<file path="src/sv/assert_macros.svh">
// Assertion macros shared by the longest-chain tracker modules.
`ifndef ASSERT_MACROS_SVH
`define ASSERT_MACROS_SVH
`ifndef NO_ASSERTIONS
// Check a property on every clock edge outside of reset.
`define FMLS_ASSERT(lbl, prop) \
  lbl: assert property (@(posedge clk) disable iff (!rst_n) (prop)) \
    else $error("fmls assertion failed");
// Check a property on every clock edge, reset included.
`define FMLS_ASSERT_ALWAYS(lbl, prop) \
  lbl: assert property (@(posedge clk) (prop)) \
    else $error("fmls assertion failed");
`else
`define FMLS_ASSERT(lbl, prop)
`define FMLS_ASSERT_ALWAYS(lbl, prop)
`endif
`endif

</file>
<file path="src/sv/fmls_pkg.sv">
// Shared constants, types and control structs of the longest-chain tracker.
`default_nettype none
package fmls_pkg;

  localparam int VALUE_BITS  = 16;
  localparam int LENGTH_BITS = 24;
  localparam int TREE_DEPTH  = 1 << VALUE_BITS;

  typedef logic [VALUE_BITS-1:0]  value_t;
  typedef logic [VALUE_BITS:0]    index_t;
  typedef logic [LENGTH_BITS-1:0] length_t;

  localparam length_t LEN_MAX = '1;

  // commands from the controller to the datapath
  typedef struct packed {
    logic load;
    logic q_step;
    logic chain;
    logic u_rd;
    logic u_wr;
    logic out_load;
    logic clr;
  } dp_cmd_t;

  // status from the datapath to the controller
  typedef struct packed {
    logic idx_zero;
    logic upd_done;
    logic clr_done;
    logic out_free;
    logic last;
  } dp_status_t;

endpackage
`default_nettype wire

</file>
<file path="src/sv/fmls_ctrl.sv">
// Controller: sequences clear sweep, prefix query, tree update and output.
`default_nettype none
`include "assert_macros.svh"
module fmls_ctrl
  import fmls_pkg::*;
(
  input  wire logic       clk,
  input  wire logic       rst_n,
  input  wire logic       in_valid,
  output logic            in_stall,
  input  wire dp_status_t status,
  output dp_cmd_t         cmd
);

  typedef enum logic [2:0] {
    ST_CLEAR,
    ST_IDLE,
    ST_QUERY,
    ST_CHAIN,
    ST_URD,
    ST_UWR,
    ST_OUT
  } state_t;

  state_t state_r;
  state_t state_nxt;

  // decode commands and next state
  always_comb begin
    cmd       = '0;
    state_nxt = state_r;
    case (state_r)
      ST_CLEAR: begin
        cmd.clr = 1'b1;
        if (status.clr_done) begin
          state_nxt = ST_IDLE;
        end
      end
      ST_IDLE: begin
        if (in_valid) begin
          cmd.load  = 1'b1;
          state_nxt = ST_QUERY;
        end
      end
      ST_QUERY: begin
        if (status.idx_zero) begin
          state_nxt = ST_CHAIN;
        end else begin
          cmd.q_step = 1'b1;
        end
      end
      ST_CHAIN: begin
        cmd.chain = 1'b1;
        state_nxt = ST_URD;
      end
      ST_URD: begin
        if (status.upd_done) begin
          state_nxt = ST_OUT;
        end else begin
          cmd.u_rd  = 1'b1;
          state_nxt = ST_UWR;
        end
      end
      ST_UWR: begin
        cmd.u_wr  = 1'b1;
        state_nxt = ST_URD;
      end
      ST_OUT: begin
        if (status.out_free) begin
          cmd.out_load = 1'b1;
          state_nxt    = status.last ? ST_CLEAR : ST_IDLE;
        end
      end
      default: begin
        state_nxt = ST_IDLE;
      end
    endcase
  end

  // hold state; sweep the tree after reset
  always_ff @(posedge clk) begin
    if (!rst_n) begin
      state_r <= ST_CLEAR;
    end else begin
      state_r <= state_nxt;
    end
  end

  assign in_stall = (state_r != ST_IDLE);

  `FMLS_ASSERT(a_write_after_read, (state_r == ST_UWR) |-> ($past(state_r) == ST_URD))
  `FMLS_ASSERT(a_query_drained, (state_r == ST_CHAIN) |-> status.idx_zero)

endmodule
`default_nettype wire

</file>
<file path="config.mk">
export PLATFORM = sky130hd
export DESIGN_NAME = fmls_ctrl
export DESIGN_NICKNAME = d
export VERILOG_FILES = /design/src/sv/fmls_pkg.sv /design/src/sv/fmls_ctrl.sv
export VERILOG_INCLUDE_DIRS = /design/src /design/src/sv
export SDC_FILE = /design/constraint.sdc
export NUM_CORES = 1
export LEC_CHECK = 0
export BUFFER_PORTS_ARGS = -buffer_cell sky130_fd_sc_hd__buf_4
export CAP_MARGIN = 20
export CORE_AREA = 2 2 39 41
export DETAILED_ROUTE_END_ITERATION = 8
export DIE_AREA = 0 0 41 43
export SETUP_SLACK_MARGIN = 0.02
export SYNTH_ARGS = -nofsm -noshare
export SYNTH_HDL_FRONTEND = slang
export SYNTH_SLANG_ARGS = --single-unit
</file>
<file path="constraint.sdc">
create_clock -name clk -period 1.4 [get_ports clk]
set_input_delay 0.14 -clock clk [delete_from_list [all_inputs] [get_ports clk]]
set_output_delay 0.14 -clock clk [all_outputs]
set_load 0.005 [all_outputs]
</file>
==> run_results.csv, run 1 <==
group,metric,value,unit
timing,finalMaxSlewViolations,0,
timing,hold_violations,0,
critical_path,cp_num_buf_inv,2,
critical_path,crit_type,"reg -> out",
drt,drtPass1Iterations,4,
cells_and_area,fin_nets,62,
cells_and_area,regMostFlops,"state_r",
die,die-area,1760,um2
drt,antenna_left,0,
cells_and_area,diodes,0,
drt,routed_wl,767,um
die,core_area,1380,um2
drt,wire_per_inst,11.1,um
critical_path,cp.arrival,1210,ps
timing,setup_viol,0,
timing,max_slew.worst_pin.slew,239,ps
critical_path,cp-endpoint,"cmd[5]",
timing,grt_setup_unrepaired,"yes",
cells_and_area,drive_gt1_frac,0.566,
cells_and_area,reg_top3,"state_r x3",
synth,ys_seq_elements,3,
cells_and_area,layout_common_cells,"17 x buf_4, 3 x nand2_1, 3 x a21oi_1, 3 x clkbuf_4, 3 x dfxtp_2",
synth,synth_top_area_frac,0.197,
drt,initialDrtViolationCount,9,
global_routing,antenna_found_initial,0,
clocking,cts_tree,"done",
placed_design,place_congestion,0.734,
cells_and_area,largest_register_ffs,3,
critical_path,worst-path-stages,3,
cells_and_area,final_common_cell,"buf_4",
clocking,cts_sinks,3,
synth,ys_types,27,
drt,viasPerCell,4.59,
placed_design,dpl-instance-area,429,um2
clocking,postCtsHoldBufs,0,
die,die_x,41,um
placed_design,dp_cells,65,
critical_path,r2r_end,"state_r[0]$_SDFFE_PN0P_",
critical_path,critPathMaxFanout,11,
critical_path,critical-path-max-stage-delay,380,ps
power_and_ir_drop,power_leakage,0.204,nW
synth,synth_top_cells_by_area,"dfxtp_1 20%, nor4b_2 9.8%, nand3b_4 6.6%",
hold_path,min_path_type,"in -> reg",
synth,syn-num-nets,43,
clocking,cts_root_buf,"clkbuf_4",
critical_path,critPathTopFamily,"flip-flops",
power_and_ir_drop,power.density,1290,nW/um2
timing,timing.fmax,741,MHz
critical_path,end_kind,"primary output",
critical_path,required,1260,ps
placed_design,port-buffer-count,15,
global_routing,grt_max_degree,15,
critical_path,startpoint,"state_r[2]$_SDFFE_PN0P_",
synth,netlist_instances,35,
clocking,clkLatencyLatePin,240,ps
die,num_rows,14,
timing,min_period,1350,ps
global_routing,grt_pass1_vias,303,
clocking,cts_made_buffers,3,
die,die_h,43,um
drt,drc,0,
cells_and_area,areaGrowthSynthToFinish,50.4,%
critical_path,reg2regPathDepth,4,
drt,dr_total_vias,317,
critical_path,crit_chain,"buf_4 -> nor4b_2 -> buf_4",
timing,period_share,0.964,
timing,setup_tns,0,ps
critical_path,crit_top_cell,"buf_4",
global_routing,grt_pass1_wl,1.28,mm
critical_path,crit_path_top_delay_cell,"dfxtp_2",
cells_and_area,final_util,0.332,
clocking,cts.path.max_buffers,2,
placed_design,dp_hpwl,568,um
synth,ys_warn_count,0,
cells_and_area,stdcell_area,459,um2
clocking,htree_levels,1,
cells_and_area,layout.cells.non_filler,69,
clocking,clk_pin_slew,40,ps
global_routing,grt_usage,0.108,
die,initial_core_util,0.221,
job,max_cap_viol_count,0,
synth,syn_avg_cell_area,8.72,um2
timing,slew-limit-headroom,0.841,
timing,fin_hold_ws,143,ps
synth,ys_seq_area_frac,0.197,
synth,yosys.area.top_type,"dfxtp_1",
die,pin_count,16,
critical_path,ff2ff_setup_slack,250,ps
synth,synth_area,305,um2
timing,finClkSkew,1.12,ps
global_routing,overflow,0,
status,status,"finished, final reports clean",
critical_path,r2r-start,"state_r[1]$_SDFFE_PN0P_",
power_and_ir_drop,vdd_ir_drop_max,0.422,mV
critical_path,worstSetupStartpointType,"register",
cell type report:
type	count	area (um2)
fillers	157	925
multi-input cells	28	218
repair buffers	17	128
flip-flops and latches	3	63.8
clock buffers	4	26.3
well taps	16	20.0
inverters	1	3.75
synthesized netlist by cell type:
cell,instances
a211oi_2,1
o21ai_0,1
nor3b_2,1
a21oi_1,3
nor2_1,1
nor2_2,1
buf_4,1
nand2b_1,1
nor3b_1,1
nand4_1,1
o21ai_1,1
and3b_2,1
nor2b_1,1
or2b_1,1
inv_1,1
buf_6,1
buf_2,1
nor3_1,1
nor4b_2,2
dfxtp_1,3
nand2_1,3
nand3b_1,2
o21a_1,1
nand3b_4,1
and2_1,1
mux2i_1,1
nand4b_1,1
layer usage:
layer / vias to the layer above / track usage / share of wire
met4: 0 / 0.100 / 0
met3: 0 / 0.0209 / 0.068
li1: 160 / - / -
met2: 11 / 0.153 / 0.51
met1: 146 / 0.128 / 0.42
met5: - / 0 / 0
worst min path at each step:
| stage | slack [ps] | depth (start not counted) | end | from |
|---|---|---|---|---|
| 5_1_grt | 160 | 2 | state_r[1]$_SDFFE_PN0P_ | rst_n |
| 4_1_cts | 140 | 2 | state_r[1]$_SDFFE_PN0P_ | rst_n |
| 3_3_place_gp | 380 | 2 | state_r[1]$_SDFFE_PN0P_ | rst_n |
| 3_5_place_dp | 380 | 2 | state_r[1]$_SDFFE_PN0P_ | rst_n |
| 6_report | 140 | 2 | state_r[1]$_SDFFE_PN0P_ | rst_n |
| 2_1_floorplan | 260 | 1 | state_r[1]$_SDFFE_PN0P_ | rst_n |
logic make-up (layout without fill, tap and decap cells):
group | Yosys count | after routing | share of synthesized area
flops | 3 | 3 | 0.197
simple gates | 20 | 20 | 0.533
compound gates | 7 | 7 | 0.147
mux | 1 | 1 | 0.0328
buf+inv | 4 | 22 | 0.0901
where the power goes:
part	total [mW]	switching (mW)	leakage, nW	internal, mW
Sequential	0.175	0.0620	0.0258	0.113
Combinational	0.260	0.0986	0.164	0.162
Clock	0.155	0.0482	0.0150	0.107
Total	0.591	0.209	0.204	0.382
stage by stage:
| stage | worst slack [ps] | power (mW) |
|---|---|---|
| floorplan | 384 | 0.331 |
| global placement | 153 | 0.426 |
| detailed placement | 89.1 | 0.434 |
| CTS | 20.4 | 0.601 |
| global route | 2.99 | 0.643 |
| finish | 50.5 | 0.591 |
what timing repair did:
action / in CTS / in global routing
resized for setup: 3 / 0
buffers inserted: 0 / 0
setup endpoints to repair: 4 / 2
endpoints found under the hold margin: 0 / 0
(Power assumes the default switching activity.)
==> run 2: changes to the inputs <==
CTS_BUF_LIST = sky130_fd_sc_hd__clkbuf_8   (was default)
PLACE_DENSITY = 0.56   (was default)
clock period = 1.5 ns   (was 1.4 ns; I/O delays follow)
==> run 2 against run 1 <==
- register-to-register slack improved by 130 ps
- cell count unchanged
- sequential cell count unchanged
- sequential power decreased by 9.7%
- core utilization increased by 1.4 points
- die area unchanged
- combinational power decreased by 3%
- global-route usage decreased by 0.21 points
- critical path depth unchanged
- final area increased by 4.4%
- sequential share of layout area decreased by 0.32 points
- highest routed layer is now met4
==> run_results.csv, run 2 (same netlist as run 1, synthesis figures left out) <==
group,metric,value,unit
status,status,"finished, final reports clean",
critical_path,r2r-start,"state_r[1]$_SDFFE_PN0P_",
global_routing,grt_max_degree,14,
power_and_ir_drop,power.density,1330,nW/um2
die,die-area,1760,um2
cells_and_area,diodes,0,
drt,drc,0,
clocking,clkLatencyLatePin,210,ps
critical_path,startpoint,"state_r[0]$_SDFFE_PN0P_",
die,initial_core_util,0.221,
cells_and_area,areaGrowthSynthToFinish,57.0,%
power_and_ir_drop,clkPwrFrac,0.356,
power_and_ir_drop,p_int,433,uW
cells_and_area,fillers,145,
power_and_ir_drop,vdd_ir_drop_max,0.530,mV
power_and_ir_drop,finalPower,639,uW
cells_and_area,layout_common_cells,"17 x buf_4, 3 x nand2_1, 3 x a21oi_1, 3 x clkbuf_8",
timing,slew-limit-headroom,0.810,
cells_and_area,drive_gt1_frac,0.547,
drt,antenna_left,0,
timing,timing.fmax,721,MHz
timing,finalMaxSlewViolations,0,
timing,max_slew.worst_pin.slew,285,ps
timing,hold_violations,0,
cells_and_area,regMostFlops,"state_r",
critical_path,required,1350,ps
clocking,cts_tree,"done",
placed_design,dp_hpwl,555,um
drt,drtPass1Iterations,4,
critical_path,worstSetupStartpointType,"register",
drt,routed_wl,714,um
drt,viasPerCell,4.68,
timing,period_share,0.924,
die,pin_count,16,
drt,wire_per_inst,10.3,um
clocking,htree_levels,1,
critical_path,crit_type,"reg -> out",
global_routing,grt_usage,0.106,
clocking,cts_made_buffers,3,
power_and_ir_drop,swShare,0.322,
critical_path,ff2ff_setup_slack,380,ps
critical_path,reg2regPathDepth,4,
global_routing,grt_pass1_wl,1.18,mm
global_routing,grt_pass1_vias,262,
timing,min_period,1390,ps
hold_path,min_path_type,"in -> reg",
clocking,cts.path.max_buffers,2,
cells_and_area,largest_register_ffs,3,
critical_path,critPathMaxFanout,9,
critical_path,end_kind,"primary output",
timing,setup_tns,0,ps
global_routing,antenna_found_initial,0,
clocking,cts_sinks,3,
die,core_area,1380,um2
timing,setup_viol,0,
timing,grt_setup_unrepaired,"no",
placed_design,port-buffer-count,15,
power_and_ir_drop,power_frac_comb,0.396,
critical_path,cp.arrival,1240,ps
cells_and_area,final_common_cell,"buf_4",
die,die_h,43,um
clocking,cts_setup_buffers,0,
clocking,clk_pin_slew,30,ps
job,max_cap_viol_count,0,
placed_design,place_congestion,0.722,
die,num_rows,14,
drt,dr_total_vias,323,
critical_path,cp-endpoint,"cmd[6]",
cells_and_area,fin_nets,62,
timing,finClkSkew,0.589,ps
power_and_ir_drop,seq_power_share,0.248,
cells_and_area,reg_top3,"state_r x3",
clocking,cts_root_buf,"clkbuf_8",
global_routing,overflow,0,
die,die_x,41,um
power_and_ir_drop,power_leakage,0.216,nW
power_and_ir_drop,netSwitchingPower,206,uW
drt,initialDrtViolationCount,6,
critical_path,r2r_end,"state_r[0]$_SDFFE_PN0P_",
==> run 2: cell types whose count changed in the layout (fill, tap and decap cells not counted), sizes merged <==
cell,delta
clkbuf,-1
inv,+1
==> run 2: stage by stage <==
stage / instances / util / hold WS (ps) / instance area (um2) / setup WS, ps
3_5_place_dp: 65 / 0.310 / 387 / 429 / 203
5_1_grt: 69 / 0.346 / 172 / 479 / 25.1
2_1_floorplan: 35 / - / 268 / 305 / 483
3_3_place_gp: 65 / 0.310 / 391 / 429 / 229
6_report: 69 / 0.346 / 166 / 479 / 114
4_1_cts: 69 / 0.344 / 170 / 475 / 93.6
==> run 2: cell type report <==
cell class	count	area (um2)	area share
timing repair buffer	17	128	0.266
sequential	3	65.1	0.136
multi-input combinational	28	218	0.454
clock buffer	3	41.3	0.0862
clock inverter	1	3.75	0.00783
tap	16	20.0	0.0418
inverter	1	3.75	0.00783
==> run 2: power groups by stage <==
| stage | clock [mW] | combinational [mW] | sequential, mW |
|---|---|---|---|
| global placement | 0 | 0.251 | 0.157 |
| detailed placement | 0 | 0.257 | 0.158 |
| floorplan | 0 | 0.188 | 0.121 |
| CTS | 0.234 | 0.258 | 0.157 |
| global route | 0.245 | 0.281 | 0.165 |
| finish | 0.228 | 0.253 | 0.158 |
==> run 2: routing by layer <==
| metal | up-vias | GRT usage | wire (um) |
|---|---|---|---|
| li1 | 162 | - | - |
| met1 | 141 | 0.134 | 281 |
| met2 | 16 | 0.134 | 334 |
| met3 | 4 | 0.0471 | 67 |
| met4 | 0 | 0.0800 | 31 |
| met5 | - | 0 | 0 |
==> run 2: how the worst min path moves through the flow <==
stage,slack (ps),depth (start not counted),endpoint,startpoint
after floorplan,270,1,state_r[1]$_SDFFE_PN0P_,rst_n
after CTS,170,2,state_r[1]$_SDFFE_PN0P_,rst_n
after global routing,170,2,state_r[1]$_SDFFE_PN0P_,rst_n
after global placement,390,2,state_r[1]$_SDFFE_PN0P_,rst_n
after detailed placement,390,2,state_r[1]$_SDFFE_PN0P_,rst_n
final,170,2,state_r[1]$_SDFFE_PN0P_,rst_n
==> run 2: worst max-delay path, cell delays in order, from the launching register on <==
cell	delay [ps]
dfxtp_1	470
nor3b_2	290
and2_1	160
buf_4	100
==> run 2: what timing repair did <==
item	CTS	global route
gates resized for setup	1	2
endpoints found under the setup margin	1	1
hold buffers	0	0
